[src/hw/rtl/assert_macros.svh]
// ---------------------------------------------------------------------------
// assert_macros.svh
// Shared concurrent assertion macros for the queue manager RTL.
// ---------------------------------------------------------------------------
`ifndef ASSERT_MACROS_SVH
`define ASSERT_MACROS_SVH

// Expression must hold at every clock edge outside reset.
`define ASSERT_ALWAYS(label, clk, rst, expr, msg) \
   label: assert property (@(posedge clk) disable iff (rst) (expr)) \
      else $error(msg);

// Consequent must hold in the same cycle as the antecedent.
`define ASSERT_IMPLIES(label, clk, rst, ante, cons, msg) \
   label: assert property (@(posedge clk) disable iff (rst) (ante) |-> (cons)) \
      else $error(msg);

// Consequent must hold in the cycle after the antecedent.
`define ASSERT_NEXT(label, clk, rst, ante, cons, msg) \
   label: assert property (@(posedge clk) disable iff (rst) (ante) |=> (cons)) \
      else $error(msg);

`endif

[src/hw/rtl/lqm_pkg.sv]
// ---------------------------------------------------------------------------
// lqm_pkg
// Types and constants shared by the linked list queue manager modules.
// ---------------------------------------------------------------------------
`timescale 1ns / 1ps

package lqm_pkg;

   // Pool geometry
   localparam int SLOTS    = 16;
   localparam int SLOT_W   = $clog2(SLOTS);
   localparam int LINK_W   = $clog2(SLOTS + 1);
   localparam int CNT_W    = $clog2(SLOTS + 1);
   localparam int TAG_BITS = 3;

   // Beat field widths
   localparam int SLOT_IN_W = 4;
   localparam int TAG_IN_W  = 3;
   localparam int DATA_W    = 8;

   localparam logic [LINK_W-1:0] NULL_LINK = LINK_W'(SLOTS);
   localparam logic [DATA_W-1:0] ERR_DATA  = 8'hFF;

   typedef enum logic {
      FUNC_APPEND = 1'b0,
      FUNC_REMOVE = 1'b1
   } func_type;

   typedef enum logic [1:0] {
      ST_OK       = 2'd0,
      ST_EMPTY    = 2'd1,
      ST_UNLINKED = 2'd2,
      ST_REFUSED  = 2'd3
   } status_type;

   typedef struct packed {
      func_type               func;
      logic [SLOT_IN_W-1:0]   slot;
      logic [DATA_W-1:0]      payload;
      logic [TAG_IN_W-1:0]    tag;
   } op_type;

   typedef struct packed {
      status_type             status;
      logic [DATA_W-1:0]      removed_data;
      logic [CNT_W-1:0]       count;
      logic [LINK_W-1:0]      first_slot;
   } rsp_type;

endpackage

[src/hw/rtl/linked_list_queue_manager.sv]
// ---------------------------------------------------------------------------
// linked_list_queue_manager
// Doubly linked list queue over a fixed slot pool: append at tail, remove any.
// ---------------------------------------------------------------------------
// Sustains one operation per clock while the response side drains: a beat is
// captured in the input register; when the output register is free or being
// drained, the append or remove is applied to the slot link arrays and the
// response lands in the output register at the same edge. The update touches
// only the slot and its two neighbors in flop-based arrays.
// The output register holds a response while the next request is taken.
`timescale 1ns / 1ps
`include "assert_macros.svh"

module linked_list_queue_manager
   import lqm_pkg::*;
(
   input  logic                  clock,
   input  logic                  reset,

   input  logic                  req_valid,
   output logic                  req_ready,
   input  logic                  req_func,
   input  logic [SLOT_IN_W-1:0]  req_slot,
   input  logic [DATA_W-1:0]     req_payload,
   input  logic [TAG_IN_W-1:0]   req_tag,

   output logic                  rsp_valid,
   input  logic                  rsp_ready,
   output logic [1:0]            rsp_status,
   output logic [DATA_W-1:0]     rsp_removed_data,
   output logic [CNT_W-1:0]      rsp_count,
   output logic [LINK_W-1:0]     rsp_first_slot
);

   op_type  op_ff;
   logic    in_valid_ff, in_valid_in;
   rsp_type rsp_ff, core_rsp;
   logic    rsp_valid_ff, rsp_valid_in;
   logic    fire;

   // Stage advance when the output register is free or being drained
   always_comb begin
      fire         = in_valid_ff && (!rsp_valid_ff || rsp_ready);
      req_ready    = !in_valid_ff || fire;
      in_valid_in  = req_ready ? req_valid : in_valid_ff;
      rsp_valid_in = fire ? 1'b1 : (rsp_ready ? 1'b0 : rsp_valid_ff);
   end

   always_ff @(posedge clock) begin
      if (reset) begin
         in_valid_ff  <= 1'b0;
         rsp_valid_ff <= 1'b0;
      end else begin
         in_valid_ff  <= in_valid_in;
         rsp_valid_ff <= rsp_valid_in;
      end
   end

   // Request and response beats
   always_ff @(posedge clock) begin
      if (req_valid && req_ready) begin
         op_ff.func    <= func_type'(req_func);
         op_ff.slot    <= req_slot;
         op_ff.payload <= req_payload;
         op_ff.tag     <= req_tag;
      end
      if (fire) begin
         rsp_ff <= core_rsp;
      end
   end

   lqm_core u_core (
      .clock (clock),
      .reset (reset),
      .fire  (fire),
      .op    (op_ff),
      .rsp   (core_rsp)
   );

   assign rsp_valid        = rsp_valid_ff;
   assign rsp_status       = rsp_ff.status;
   assign rsp_removed_data = rsp_ff.removed_data;
   assign rsp_count        = rsp_ff.count;
   assign rsp_first_slot   = rsp_ff.first_slot;

   `ASSERT_IMPLIES(a_no_overwrite, clock, reset,
      req_valid && req_ready && in_valid_ff, fire, "request beat overwrote a pending one")
   `ASSERT_IMPLIES(a_ready_when_free, clock, reset,
      !in_valid_ff, req_ready, "input register free but request not ready")
   `ASSERT_NEXT(a_rsp_hold, clock, reset,
      rsp_valid_ff && !rsp_ready, rsp_valid_ff, "response beat dropped before accept")

endmodule

[src/hw/rtl/lqm_core.sv]
// ---------------------------------------------------------------------------
// lqm_core
// Link arrays, head/tail/size and the single-pass append/remove update.
// ---------------------------------------------------------------------------
`timescale 1ns / 1ps
`include "assert_macros.svh"

module lqm_core
   import lqm_pkg::*;
(
   input  logic    clock,
   input  logic    reset,
   input  logic    fire,
   input  op_type  op,
   output rsp_type rsp
);

   // Per-slot state
   logic [LINK_W-1:0]   prev_ff  [SLOTS];
   logic [LINK_W-1:0]   next_ff  [SLOTS];
   logic [TAG_BITS-1:0] owner_ff [SLOTS];
   logic [DATA_W-1:0]   data_ff  [SLOTS];

   // List pointers
   logic [LINK_W-1:0] head_ff, head_in;
   logic [LINK_W-1:0] tail_ff, tail_in;
   logic [CNT_W-1:0]  size_ff, size_in;

   logic [SLOT_W-1:0]   sidx;
   logic [LINK_W-1:0]   slot_link;
   logic                in_range;
   logic                owned;
   logic [LINK_W-1:0]   cur_prev, cur_next;
   logic [TAG_BITS-1:0] new_owner;

   // Write ports: the slot itself, prev of its successor, next of its predecessor
   logic                wr_self, wr_data;
   logic [LINK_W-1:0]   self_prev, self_next;
   logic [TAG_BITS-1:0] self_owner;
   logic                wr_pn, wr_nn;
   logic [SLOT_W-1:0]   pn_addr, nn_addr;
   logic [LINK_W-1:0]   pn_val, nn_val;

   status_type          status;
   logic [DATA_W-1:0]   rdata;

   // Operation decode and list update
   always_comb begin
      sidx      = SLOT_W'(op.slot);
      slot_link = LINK_W'(sidx);
      in_range  = (32'(op.slot) < SLOTS);
      new_owner = TAG_BITS'(op.tag);
      cur_prev  = prev_ff[sidx];
      cur_next  = next_ff[sidx];
      owned     = in_range && (owner_ff[sidx] != '0);

      status     = ST_OK;
      rdata      = ERR_DATA;
      head_in    = head_ff;
      tail_in    = tail_ff;
      size_in    = size_ff;
      wr_self    = 1'b0;
      wr_data    = 1'b0;
      self_prev  = NULL_LINK;
      self_next  = NULL_LINK;
      self_owner = '0;
      wr_pn      = 1'b0;
      pn_addr    = SLOT_W'(cur_next);
      pn_val     = NULL_LINK;
      wr_nn      = 1'b0;
      nn_addr    = SLOT_W'(cur_prev);
      nn_val     = NULL_LINK;

      case (op.func)
         FUNC_APPEND: begin
            if (!in_range || new_owner == '0 || owned) begin
               status = ST_REFUSED;
            end else begin
               wr_self    = 1'b1;
               wr_data    = 1'b1;
               self_owner = new_owner;
               self_next  = NULL_LINK;
               if (size_ff == '0 || tail_ff >= NULL_LINK) begin
                  self_prev = NULL_LINK;
                  head_in   = slot_link;
               end else begin
                  self_prev = tail_ff;
                  wr_nn     = 1'b1;
                  nn_addr   = SLOT_W'(tail_ff);
                  nn_val    = slot_link;
               end
               tail_in = slot_link;
               size_in = size_ff + 1'b1;
            end
         end
         FUNC_REMOVE: begin
            if (size_ff == '0) begin
               status = ST_EMPTY;
            end else if (!owned) begin
               status = ST_UNLINKED;
            end else begin
               // only entry, head, tail or middle
               if (size_ff == CNT_W'(1)) begin
                  head_in = NULL_LINK;
                  tail_in = NULL_LINK;
               end else if (slot_link == head_ff) begin
                  head_in = cur_next;
                  wr_pn   = (cur_next < NULL_LINK);
                  pn_val  = NULL_LINK;
               end else if (slot_link == tail_ff) begin
                  tail_in = cur_prev;
                  wr_nn   = (cur_prev < NULL_LINK);
                  nn_val  = NULL_LINK;
               end else begin
                  wr_pn  = (cur_next < NULL_LINK);
                  pn_val = cur_prev;
                  wr_nn  = (cur_prev < NULL_LINK);
                  nn_val = cur_next;
               end
               size_in = size_ff - 1'b1;
               rdata   = data_ff[sidx];
               wr_self = 1'b1;
            end
         end
         default: begin
            status = ST_REFUSED;
         end
      endcase

      rsp.status       = status;
      rsp.removed_data = rdata;
      rsp.count        = size_in;
      rsp.first_slot   = head_in;
   end

   // Links, owners and pointers; the slot's own write wins over a neighbor write
   always_ff @(posedge clock) begin
      if (reset) begin
         for (int i = 0; i < SLOTS; i++) begin
            prev_ff[i]  <= NULL_LINK;
            next_ff[i]  <= NULL_LINK;
            owner_ff[i] <= '0;
         end
         head_ff <= NULL_LINK;
         tail_ff <= NULL_LINK;
         size_ff <= '0;
      end else if (fire) begin
         head_ff <= head_in;
         tail_ff <= tail_in;
         size_ff <= size_in;
         if (wr_pn) begin
            prev_ff[pn_addr] <= pn_val;
         end
         if (wr_nn) begin
            next_ff[nn_addr] <= nn_val;
         end
         if (wr_self) begin
            prev_ff[sidx]  <= self_prev;
            next_ff[sidx]  <= self_next;
            owner_ff[sidx] <= self_owner;
         end
      end
   end

   // Data bytes, written on append only
   always_ff @(posedge clock) begin
      if (fire && wr_data) begin
         data_ff[sidx] <= op.payload;
      end
   end

   `ASSERT_ALWAYS(a_head_empty, clock, reset,
      (size_ff == '0) == (head_ff == NULL_LINK), "head pointer disagrees with list size")
   `ASSERT_ALWAYS(a_size_max, clock, reset,
      size_ff <= CNT_W'(SLOTS), "list size exceeds slot pool")
   `ASSERT_NEXT(a_append_grows, clock, reset,
      fire && op.func == FUNC_APPEND && status == ST_OK,
      size_ff == $past(size_ff) + 1'b1, "accepted append did not grow the list")

endmodule

[config.mk]
export PLATFORM = sky130hd
export DESIGN_NAME = linked_list_queue_manager
export DESIGN_NICKNAME = d
export VERILOG_FILES = /design/src/hw/rtl/lqm_pkg.sv /design/src/hw/rtl/linked_list_queue_manager.sv /design/src/hw/rtl/lqm_core.sv
export VERILOG_INCLUDE_DIRS = /design/src /design/src/hw/rtl
export SDC_FILE = /design/constraint.sdc
export NUM_CORES = 1
export LEC_CHECK = 0
export BUFFER_PORTS_ARGS = -buffer_cell sky130_fd_sc_hd__buf_2
export CAP_MARGIN = 30
export CORE_MARGIN = 2
export CORE_UTILIZATION = 35
export DETAILED_ROUTE_END_ITERATION = 16
export PLACE_DENSITY_LB_ADDON = 0.3
export SKIP_LAST_GASP = 1
export SLEW_MARGIN = 20
export SYNTH_ARGS = -nofsm -noshare
export SYNTH_HDL_FRONTEND = slang
export SYNTH_SLANG_ARGS = --single-unit
[constraint.sdc]
create_clock -name clock -period 3.6 [get_ports clock]
set_input_delay 0.72 -clock clock [delete_from_list [all_inputs] [get_ports clock]]
set_output_delay 0.72 -clock clock [all_outputs]
set_load 0.01 [all_outputs]
* Word-level counts from Yosys, hierarchy flattened
Memories as Yosys holds them, arrays and structs flattened. A register that Yosys moved wholly into a read port is not among the register bits. Index checks and enable logic that the tools add are counted.
Storage, ports and cells: bits in registers 45, memory bits (writable) 336, input bits 20, word-level logic and storage cells 149, memories 4
Cells by class: $add $sub $neg 2, order comparisons 3, eq/ne operators 8, multiplexer cells 98, bitwise logic cells 2, reductions and logical operators 20
Memories:
- u_core.data_ff | depth 16, width 8, read ports 1, clocked after memory_dff 1, write ports 1, line lqm_core.sv:22 | logic [DATA_W-1:0] data_ff [SLOTS];
- u_core.next_ff | depth 16, width 5, read ports 1, clocked after memory_dff 1, write ports 16, line lqm_core.sv:20 | logic [LINK_W-1:0] next_ff [SLOTS];
- u_core.prev_ff | depth 16, width 5, read ports 1, clocked after memory_dff 1, write ports 16, line lqm_core.sv:19 | logic [LINK_W-1:0] prev_ff [SLOTS];
- u_core.owner_ff | depth 16, width 3, read ports 1, clocked after memory_dff 1, write ports 16, line lqm_core.sv:21 | logic [TAG_BITS-1:0] owner_ff [SLOTS];
Operators by type and width (number):
- two-way mux 5 bit | 35
- two-way mux 4 bit | 11
- case mux 5 bit (2 select lines) | 4
- two-way mux 1 bit | 39
- OR reduction 5 bit | 4
- equality test 4 x 5 -> 1 bit | 2
- < comparator 5 bit, second input constant | 2
- two-way mux 3 bit | 3
- two-way mux 2 bit | 3
- AND reduction 6 bit | 1
- OR reduction 3 bit | 2
- adder 5 x 1 -> 5 bit, second input constant | 1
- equality test 5 x 1 -> 1 bit, second input constant | 1
- >= comparator 5 bit, second input constant | 1
- zero test 5 bit | 1
- subtractor 5 x 1 -> 5 bit, second input constant | 1
- logical OR 1 bit | 4
- != test 2 bit, second input constant | 2
- case mux 1 bit (2 select lines) | 2
- case mux 2 bit (2 select lines) | 1
- logical AND 1 bit | 3
- zero test 3 bit | 1
- != test 3 x 1 -> 1 bit, second input constant | 1
- != test 3 x 2 -> 1 bit, second input constant | 1
- 5 further kinds | 7

* Depth between registers and ports, before layout
Gate-level depths: netlist of the first run.
depth in word-level cells 13, gate-level depth with buffers 14, depth with buffers taken out 10

* Cells and area by module
From an unflattened synthesis of the first run, not the netlist that was laid out.
Second synthesis, totals: cells, all modules 1456, area total of the unflattened synthesis 18921.9 µm²
Modules (own cells, without submodules):
- lqm_core | instances 1, cells an instance 1410, area each 17737.0 µm², seq. area each 9589.2 µm²
- linked_list_queue_manager | instances 1, cells an instance 46, area each 1184.9 µm², seq. area each 1121.1 µm²

* Worst setup path after synthesis of the first run
Ideal clock, no wire load.
path kind input to register, start in rsp_ready, end mem u_core.prev_ff[10][0] in the netlist's numbering (enable), library setup time 0.278 ns, data arrival time 2.949 ns, required time 3.322 ns, path slack 0.372 ns, cell stages on the path 11, path through nor2b_1 nand2b_1 clkbuf_1 clkinv_1 nand2_1 clkbuf_1 clkbuf_1 nor3_1 and2_1 clkbuf_1 or3_1
RTL lines:
- start: declaration | line linked_list_queue_manager.sv:28 | input logic rsp_ready,
- end: declaration | line lqm_core.sv:19

==> out/metrics.yaml, run 1 <==
worst_hold_path:
  min_path_type: "in -> reg"
timing:
  slew_headroom_pct: 33.37
  skew_ns: 0.01790
  max_freq_mhz: 292.4
  finalCritPeriodShare_pct: 94.98
  hold_viol_final: 0
  tightest_slew_ns: 0.9995
  finalSetupViolCount: 0
  period_needed_ns: 3.419
  finalSetupTns_ns: 0
  slew_violations: 0
  rsz0062_at_grt: "false"
clock_tree:
  cts.path.max_buffers: 3
  cts_buffers: 43
  clk_latency_ns: 0.58
  cts_sinks: 393
  ctsResizeCount: 0
  tritoncts: "yes"
  cts_max_level: 2
  cts_root_buffer: "clkbuf_16"
  clk_pin_slew_ns: 0.06
  hold_buffers: 0
  post_cts_buffers: 0
yosys:
  yosysSeqAreaShare_pct: 58.81
  ys_types: 84
  synth_cells: 1465
  syn_area_mm2: 0.01835
  synthArstFlopShare_pct: 0
  synth.avg_cell_area_um2: 12.52
  synth-main-ff-cell: "edfxtp_1"
  ys_seq_elements: 393
  synth_edf_count: 292
  yosysWarnings: 0
  syn-num-nets: 1489
global_routing:
  antenna_found_initial: 0
  grt_pass1_vias: 12940
  grt.total_usage_pct: 20.34
  grt_start_max_net_pins: 82
  gr-total-overflow: 0
  grt_pass1_wl_mm: 82.66
critical_path:
  endpoint_kind: "register"
  critPathMaxFanout: 20
  r2r_end: "u_core.next_ff[4][4]"
  cp.arrival_ns: 3.87
  ff2ff_setup_slack_ns: 0.18
  worstPathRequired_ns: 4.05
  reg2regPathDepth: 9
  criticalPathCategory: "reg -> reg"
  critPathLaunchType: "register"
  endpoint: "u_core.next_ff[4][4]"
drt:
  totalWireLength_mm: 54.65
  drt_first_pass_iters: 5
  vias_per_cell: 5.786
  wl_per_cell_um: 24.12
  drcViolationCount: 0
  top_layer: "met4"
  dr_wl_met2_mm: 25.63
  num_vias: 13110
  route.antenna.remaining_nets: 0
  wl_met1_mm: 23.40
  wl_met3_mm: 3.862
  drt_iter0_markers: 1437
outcome:
  outcome: "completed"
floorplan:
  core_mm2: 0.05161
  start_util_pct: 35.55
  io_pins: 42
  dieArea_mm2: 0.05427
  fp.dieH_um: 233.0
  rows: 83
  die_w_um: 233.0
power_and_ir_drop:
  intPower_mw: 7.749
  vdd_ir_drop_max_mv: 0.3283
  seq_power_share_pct: 49.0
  clock_power_share_pct: 42.8
  p_switching_mw: 2.512
  p_per_area_mw_per_mm2: 483.4
  finalPower_mw: 10.26
  p_leak_nw: 6.925
  comb_power_share_pct: 8.2
  sw_frac_of_total_pct: 24.48
place:
  dp_hpwl_mm: 38.16
  portBuffers: 41
  gp_congestion: 0.9296
finish:
  final_core_util_pct: 41.13
  syn2layout_area_growth_pct: 15.69
  final_nets: 1575
  layout-drive-gt1-share_pct: 22.45
  layout_common_cells: "edfxtp_1, nand2_1, nor2_1, buf_4, dfxtp_1"
  n_antenna_cell: 0
  final_common_cell: "edfxtp_1"
flow_run:
  drv_cap: 0
power groups by stage:
stage	Clock, mW	Sequential (mW)	Combinational [mW]
after floorplan	0	5.07	0.549
after global placement	0	5.12	0.825
after detailed placement	0	5.12	0.834
after CTS	4.47	5.03	0.837
after global routing	4.64	5.03	0.900
final	4.39	5.03	0.846
flip-flops by register name, indices dropped and copies added, names as in the netlist, named ones only:
name,cells
op_ff,16
u_core.data_ff,128
u_core.next_ff,80
u_core.head_ff,5
rsp_removed_data,8
in_valid_ff,1
rsp_valid,1
u_core.owner_ff,48
rsp_status,2
u_core.size_ff,5
rsp_first_slot,5
rsp_count,5
u_core.prev_ff,80
u_core.tail_ff,5
cell type report:
| cell class | instances | area, um^2 |
|---|---|---|
| timing repair buffer | 171 | 1235 |
| inverter | 13 | 48.80 |
| sequential | 393 | 10800 |
| tap | 680 | 850.8 |
| clock buffer | 56 | 1155 |
| fill | 4751 | 30390 |
| clock inverter | 24 | 252.7 |
| multi-input combinational | 929 | 6889 |
metal layers:
metal  GRT usage [%]  up-vias
met4           7.205        0
li1                -     5835
met1           27.78     6618
met5               0        -
met3           3.529      125
met2           32.58      532
worst max-delay path: stages, from the launching register on:
cell     delay [ns]
dfxtp_2        0.65
buf_4          0.32
mux4_2         0.31
a22oi_1        0.39
nand2_1        0.19
o22a_1         0.24
or4b_1         0.51
buf_4          0.24
nor4_1         0.36
a31oi_1        0.07
worst min-delay path by stage:
| stage | to | slack, ns | depth (start not counted) | from |
|---|---|---|---|---|
| floorplan | u_core.next_ff[10][4] | 0.45 | 2 | u_core.next_ff[10][4] |
| global placement | u_core.next_ff[10][4] | 0.47 | 2 | u_core.next_ff[10][4] |
| detailed placement | u_core.next_ff[9][3] | 0.48 | 2 | u_core.next_ff[9][3] |
| CTS | op_ff[15] | 0.29 | 1 | req_func |
| global route | op_ff[7] | 0.30 | 1 | req_payload[4] |
| finish | op_ff[15] | 0.32 | 1 | req_func |
cells by family after synthesis:
kind of cell | Yosys count | synth area share (%)
AND/OR/NAND/NOR | 526 | 14.03
flip-flops | 393 | 58.81
AO/OA/AOI/OAI | 280 | 10.55
buffers and inverters | 143 | 3.757
multiplexers | 109 | 12.10
XOR/XNOR | 10 | 0.4774
adder cells (fa/ha/maj) | 4 | 0.2728
synth_stat cells, types with 13 or more instances:
cell	number	area [um^2]
or3_1	26	162.7
edfxtp_1	292	8768
nor2_1	138	518.0
o211ai_1	18	135.1
o22ai_1	19	118.9
or4_1	13	97.59
nand2_1	148	555.5
o2111ai_1	32	280.3
nor3_1	30	150.1
nor4_1	18	112.6
o31ai_1	19	142.6
nand3_1	56	280.3
o21ai_0	64	320.3
a21oi_1	33	165.2
nor2b_1	23	143.9
nand4_1	13	81.33
o21ai_1	20	100.1
mux4_2	81	1824
dfxtp_1	101	2022
and2_1	18	112.6
buf_2	19	95.09
mux2i_1	20	200.2
clkbuf_1	87	326.6
metrics by stage:
stage	setup slack [ns]	hold slack, ns	instance area, um^2	cells
final	0.1806	0.3174	21230	2266
after global placement	0.1530	0.4700	19800	2186
after detailed placement	0.1887	0.4779	19800	2186
after global routing	0.01089	0.2991	21230	2266
after CTS	0.1482	0.2945	21210	2266
after floorplan	0.3723	0.4491	18350	1465
Note: power is estimated with default switching activity, not from simulation.
==> run 2: changes to the inputs <==
--- a/config.mk
+++ b/config.mk
@@ -16,4 +16,5 @@
 export SLEW_MARGIN = 20
 export SYNTH_ARGS = -nofsm -noshare
 export SYNTH_HDL_FRONTEND = slang
+export SYNTH_HIERARCHICAL = 1
 export SYNTH_SLANG_ARGS = --single-unit
==> run 2 against run 1 <==
Clock power up 5.0%. Critical path type unchanged. Synthesized cell count down 0.61%. Wire length up 0.53%. Clock skew up 0.0029 ns. Fmax down 2.2%.
==> out/metrics.yaml, run 2 <==
flow_run:
  drv_cap: 0  # unchanged
timing:
  skew_ns: 0.02077  # was 0.01790 ns
  max_freq_mhz: 285.9  # was 292.4 MHz
  slew_violations: 0  # unchanged
  finalCritPeriodShare_pct: 97.16  # was 94.98%
  finalSetupTns_ns: 0  # unchanged
  hold_viol_final: 0  # unchanged
  slew_headroom_pct: 40.52  # was 33.37%
  tightest_slew_ns: 0.8854  # was 0.9995 ns
  finalSetupViolCount: 0  # unchanged
  fin_hold_ws_ns: 0.3145  # was 0.3174 ns
  rsz0062_at_grt: "true"  # was false
  period_needed_ns: 3.498  # was 3.419 ns
power_and_ir_drop:
  vdd_ir_drop_max_mv: 0.3978  # was 0.3283 mV
  p_leak_nw: 7.597  # was 6.925 nW
  p_per_area_mw_per_mm2: 466.5  # was 483.4 mW/mm^2
  finalPower_mw: 10.29  # was 10.26 mW
clock_tree:
  cts_max_level: 2  # unchanged
  clk_latency_ns: 0.59  # was 0.58 ns
  cts_root_buffer: "clkbuf_16"  # unchanged
  hold_buffers: 0  # unchanged
  cts_buffers: 43  # unchanged
  clk_pin_slew_ns: 0.06  # about the same
  cts.path.max_buffers: 3  # unchanged
  tritoncts: "yes"  # unchanged
  cts_sinks: 389  # was 393
yosys:
  yosys.area.top_type: "edfxtp_1"  # unchanged
  synth-main-ff-cell: "edfxtp_1"  # unchanged
  ys_seq_elements: 389  # was 393
  syn-num-nets: 1480  # was 1489
  syn_area_mm2: 0.01892  # was 0.01835 mm^2
  synthArstFlopShare_pct: 0  # unchanged
  yosysMostFrequentCell: "edfxtp_1"  # unchanged
  synth_common_cells: "edfxtp_1, nor2_1, dfxtp_1, nand2b_1, a21oi_1"  # was edfxtp_1, nand2_1, nor2_1, dfxtp_1, clkbuf_1
  ys_types: 90  # was 84
  synth_cells: 1456  # was 1465
  synth.avg_cell_area_um2: 13.00  # was 12.52 um^2
  yosysWarnings: 6  # was 0
  synth_top_area_share_pct: 46.34  # was 47.79%
  synth_edf_count: 292  # unchanged
  yosysSeqAreaShare_pct: 56.60  # was 58.81%
  ys_top_cells_by_area: "edfxtp_1, dfxtp_1, mux4_2"  # unchanged
floorplan:
  dieArea_mm2: 0.05594  # was 0.05427 mm^2
  io_pins: 42  # unchanged
  rows: 85  # was 83
  core_mm2: 0.05360  # was 0.05161 mm^2
  start_util_pct: 35.30  # was 35.55%
  die_w_um: 236.5  # was 233.0 um
  fp.dieH_um: 236.5  # was 233.0 um
drt:
  num_vias: 13050  # was 13110
  drt_iter0_markers: 1376  # was 1437
  drcViolationCount: 0  # unchanged
  route.antenna.remaining_nets: 0  # unchanged
  drt_first_pass_iters: 6  # was 5
  totalWireLength_mm: 54.94  # was 54.65 mm
  vias_per_cell: 5.650  # was 5.786
  wl_per_cell_um: 23.79  # was 24.12 um
global_routing:
  grt_use_met3_pct: 3.218  # was 3.529%
  use_met1_pct: 27.21  # was 27.78%
  gr-total-overflow: 0  # unchanged
  antenna_found_initial: 1  # was 0
  grt.total_usage_pct: 19.55  # was 20.34%
  grt_busiest_layer: "met2"  # unchanged
  grt_pass1_vias: 12950  # was 12940
  met2_usage_pct: 31.69  # was 32.58%
  grt_start_max_net_pins: 94  # was 82
  grt_pass1_wl_mm: 82.92  # was 82.66 mm
finish:
  final_common_cell: "edfxtp_1"  # unchanged
  layout_common_cells: "edfxtp_1, nor2_1, buf_4, dfxtp_1, nand2b_1"  # was edfxtp_1, nand2_1, nor2_1, buf_4, dfxtp_1
  largest_reg_flops: 128  # unchanged
  nFillCells: 5042  # was 4751
  fin_area_mm2: 0.02206  # was 0.02123 mm^2
  final_nets: 1602  # was 1575
  layout-drive-gt1-share_pct: 27.09  # was 22.45%
  n_antenna_cell: 0  # unchanged
  top_register: "u_core/data_ff"  # was u_core.data_ff
  top_regs: "u_core/data_ff: 128 flops, u_core/next_ff: 80 flops, u_core/prev_ff: 80 flops"  # was u_core.data_ff: 128 flops, u_core.next_ff: 80 flops, u_core.prev_ff: 80 flops
  syn2layout_area_growth_pct: 16.56  # was 15.69%
critical_path:
  slowest_stage: "edfxtp_1"  # was dfxtp_2
  path_cells: "buf_4 -> nor2b_1 -> buf_4 -> a22oi_1 -> nand2_1 -> buf_4 -> inv_1 -> nor2_1 -> nand4_1 -> nand3b_1"  # was buf_4 -> mux4_2 -> a22oi_1 -> nand2_1 -> o22a_1 -> or4b_1 -> buf_4 -> nor4_1 -> a31oi_1
  critPathLaunchType: "register"  # unchanged
  crit_family: "simple AND/OR/NAND/NOR gates"  # unchanged
  cp_common_cell: "buf_4"  # unchanged
  endpoint_kind: "register"  # unchanged
  worstPathRequired_ns: 3.83  # was 4.05 ns
  max_stage_delay_ns: 0.62  # was 0.65 ns
  critPathMaxFanout: 11  # was 20
  path_buf_inv: 4  # was 2
  criticalPathCategory: "reg -> reg"  # unchanged
  cp.arrival_ns: 3.73  # was 3.87 ns
place:
  place_area_mm2: 0.02056  # was 0.01980 mm^2
  gp_congestion: 0.9290  # was 0.9296
  portBuffers: 41  # unchanged
  dp_hpwl_mm: 38.29  # was 38.16 mm
outcome:
  outcome: "completed"  # unchanged
worst_hold_path:
  min_path_type: "in -> reg"  # unchanged
run 2: cell types whose count changed after synthesis, sizes merged, moves of 20 or more:
cell	previous run	this run
nand3	56	27
nand2	149	66
o2111ai	32	1
nand2b	5	91
o21ai	85	36
a21oi	33	90
clkbuf	89	58
nand3b	1	69
mux2	1	56
nor2	138	165
o211ai	22	2
run 2: area by class of cell:
cell class / count / area [um^2] / share of cell area [%]
Clock inverter: 26 / 311.5 / 1.413
Multi-Input combinational cell: 945 / 7596 / 34.44
Clock buffer: 54 / 1167 / 5.293
Inverter: 15 / 56.30 / 0.2553
Timing Repair Buffer: 184 / 1344 / 6.093
Sequential cell: 389 / 10710 / 48.56
Tap cell: 696 / 870.8 / 3.948
run 2: logic make-up (layout without fill, tap and decap cells):
family	after synthesis	after routing	synth area share, %
AND/OR/NAND/NOR	540	540	15.96
flip-flops	389	389	56.60
AO/OA/AOI/OAI	233	233	9.039
multiplexers	157	157	14.35
buffers and inverters	122	279	3.280
XOR/XNOR	11	11	0.5091
adder cells (fa/ha/maj)	4	4	0.2645
run 2: through the flow:
| stage | instances | util (%) | setup WS, ns |
|---|---|---|---|
| floorplan | 1456 | - | 0.2153 |
| global placement | 2228 | 38.37 | 0.1374 |
| detailed placement | 2228 | 38.37 | 0.1210 |
| CTS | 2308 | 41.13 | 0.07972 |
| global route | 2309 | 41.15 | -0.01295 |
| finish | 2309 | 41.15 | 0.1021 |
run 2: layer usage:
layer  part of all wire, %  vias to the layer above  wire, um
met5                     0                        -         0
met4                   2.4                        0      1302
met3                   6.4                       84      3509
met2                    47                      495     25980
met1                    44                     6678     24150
li1                      -                     5789         -
run 2: worst paths after layout:
path | start | to | slack [ns] | cells after the start
setup reg to reg | op_ff[13] | u_core/prev_ff[15][1] | 0.10 | 10
setup / recovery | op_ff[13] | u_core/prev_ff[15][1] | 0.10 | 10
hold / removal | req_payload[2] | op_ff[5] | 0.31 | 1
hold reg to reg | u_core/next_ff[14][2] | u_core/next_ff[14][2] | 0.49 | 2
run 2: what timing repair did:
action / 4_1_cts / 5_1_grt
gates resized for setup: 0 / 1
buffers inserted: 0 / 1
setup endpoints to repair: 0 / 5
run 2: power breakdown:
| part | switching, mW | internal [mW] | leakage (nW) | total [mW] |
|---|---|---|---|---|
| clock network | 1.91 | 2.70 | 0.722 | 4.61 |
| registers | 0.0611 | 4.89 | 3.52 | 4.96 |
| logic | 0.452 | 0.271 | 3.36 | 0.723 |
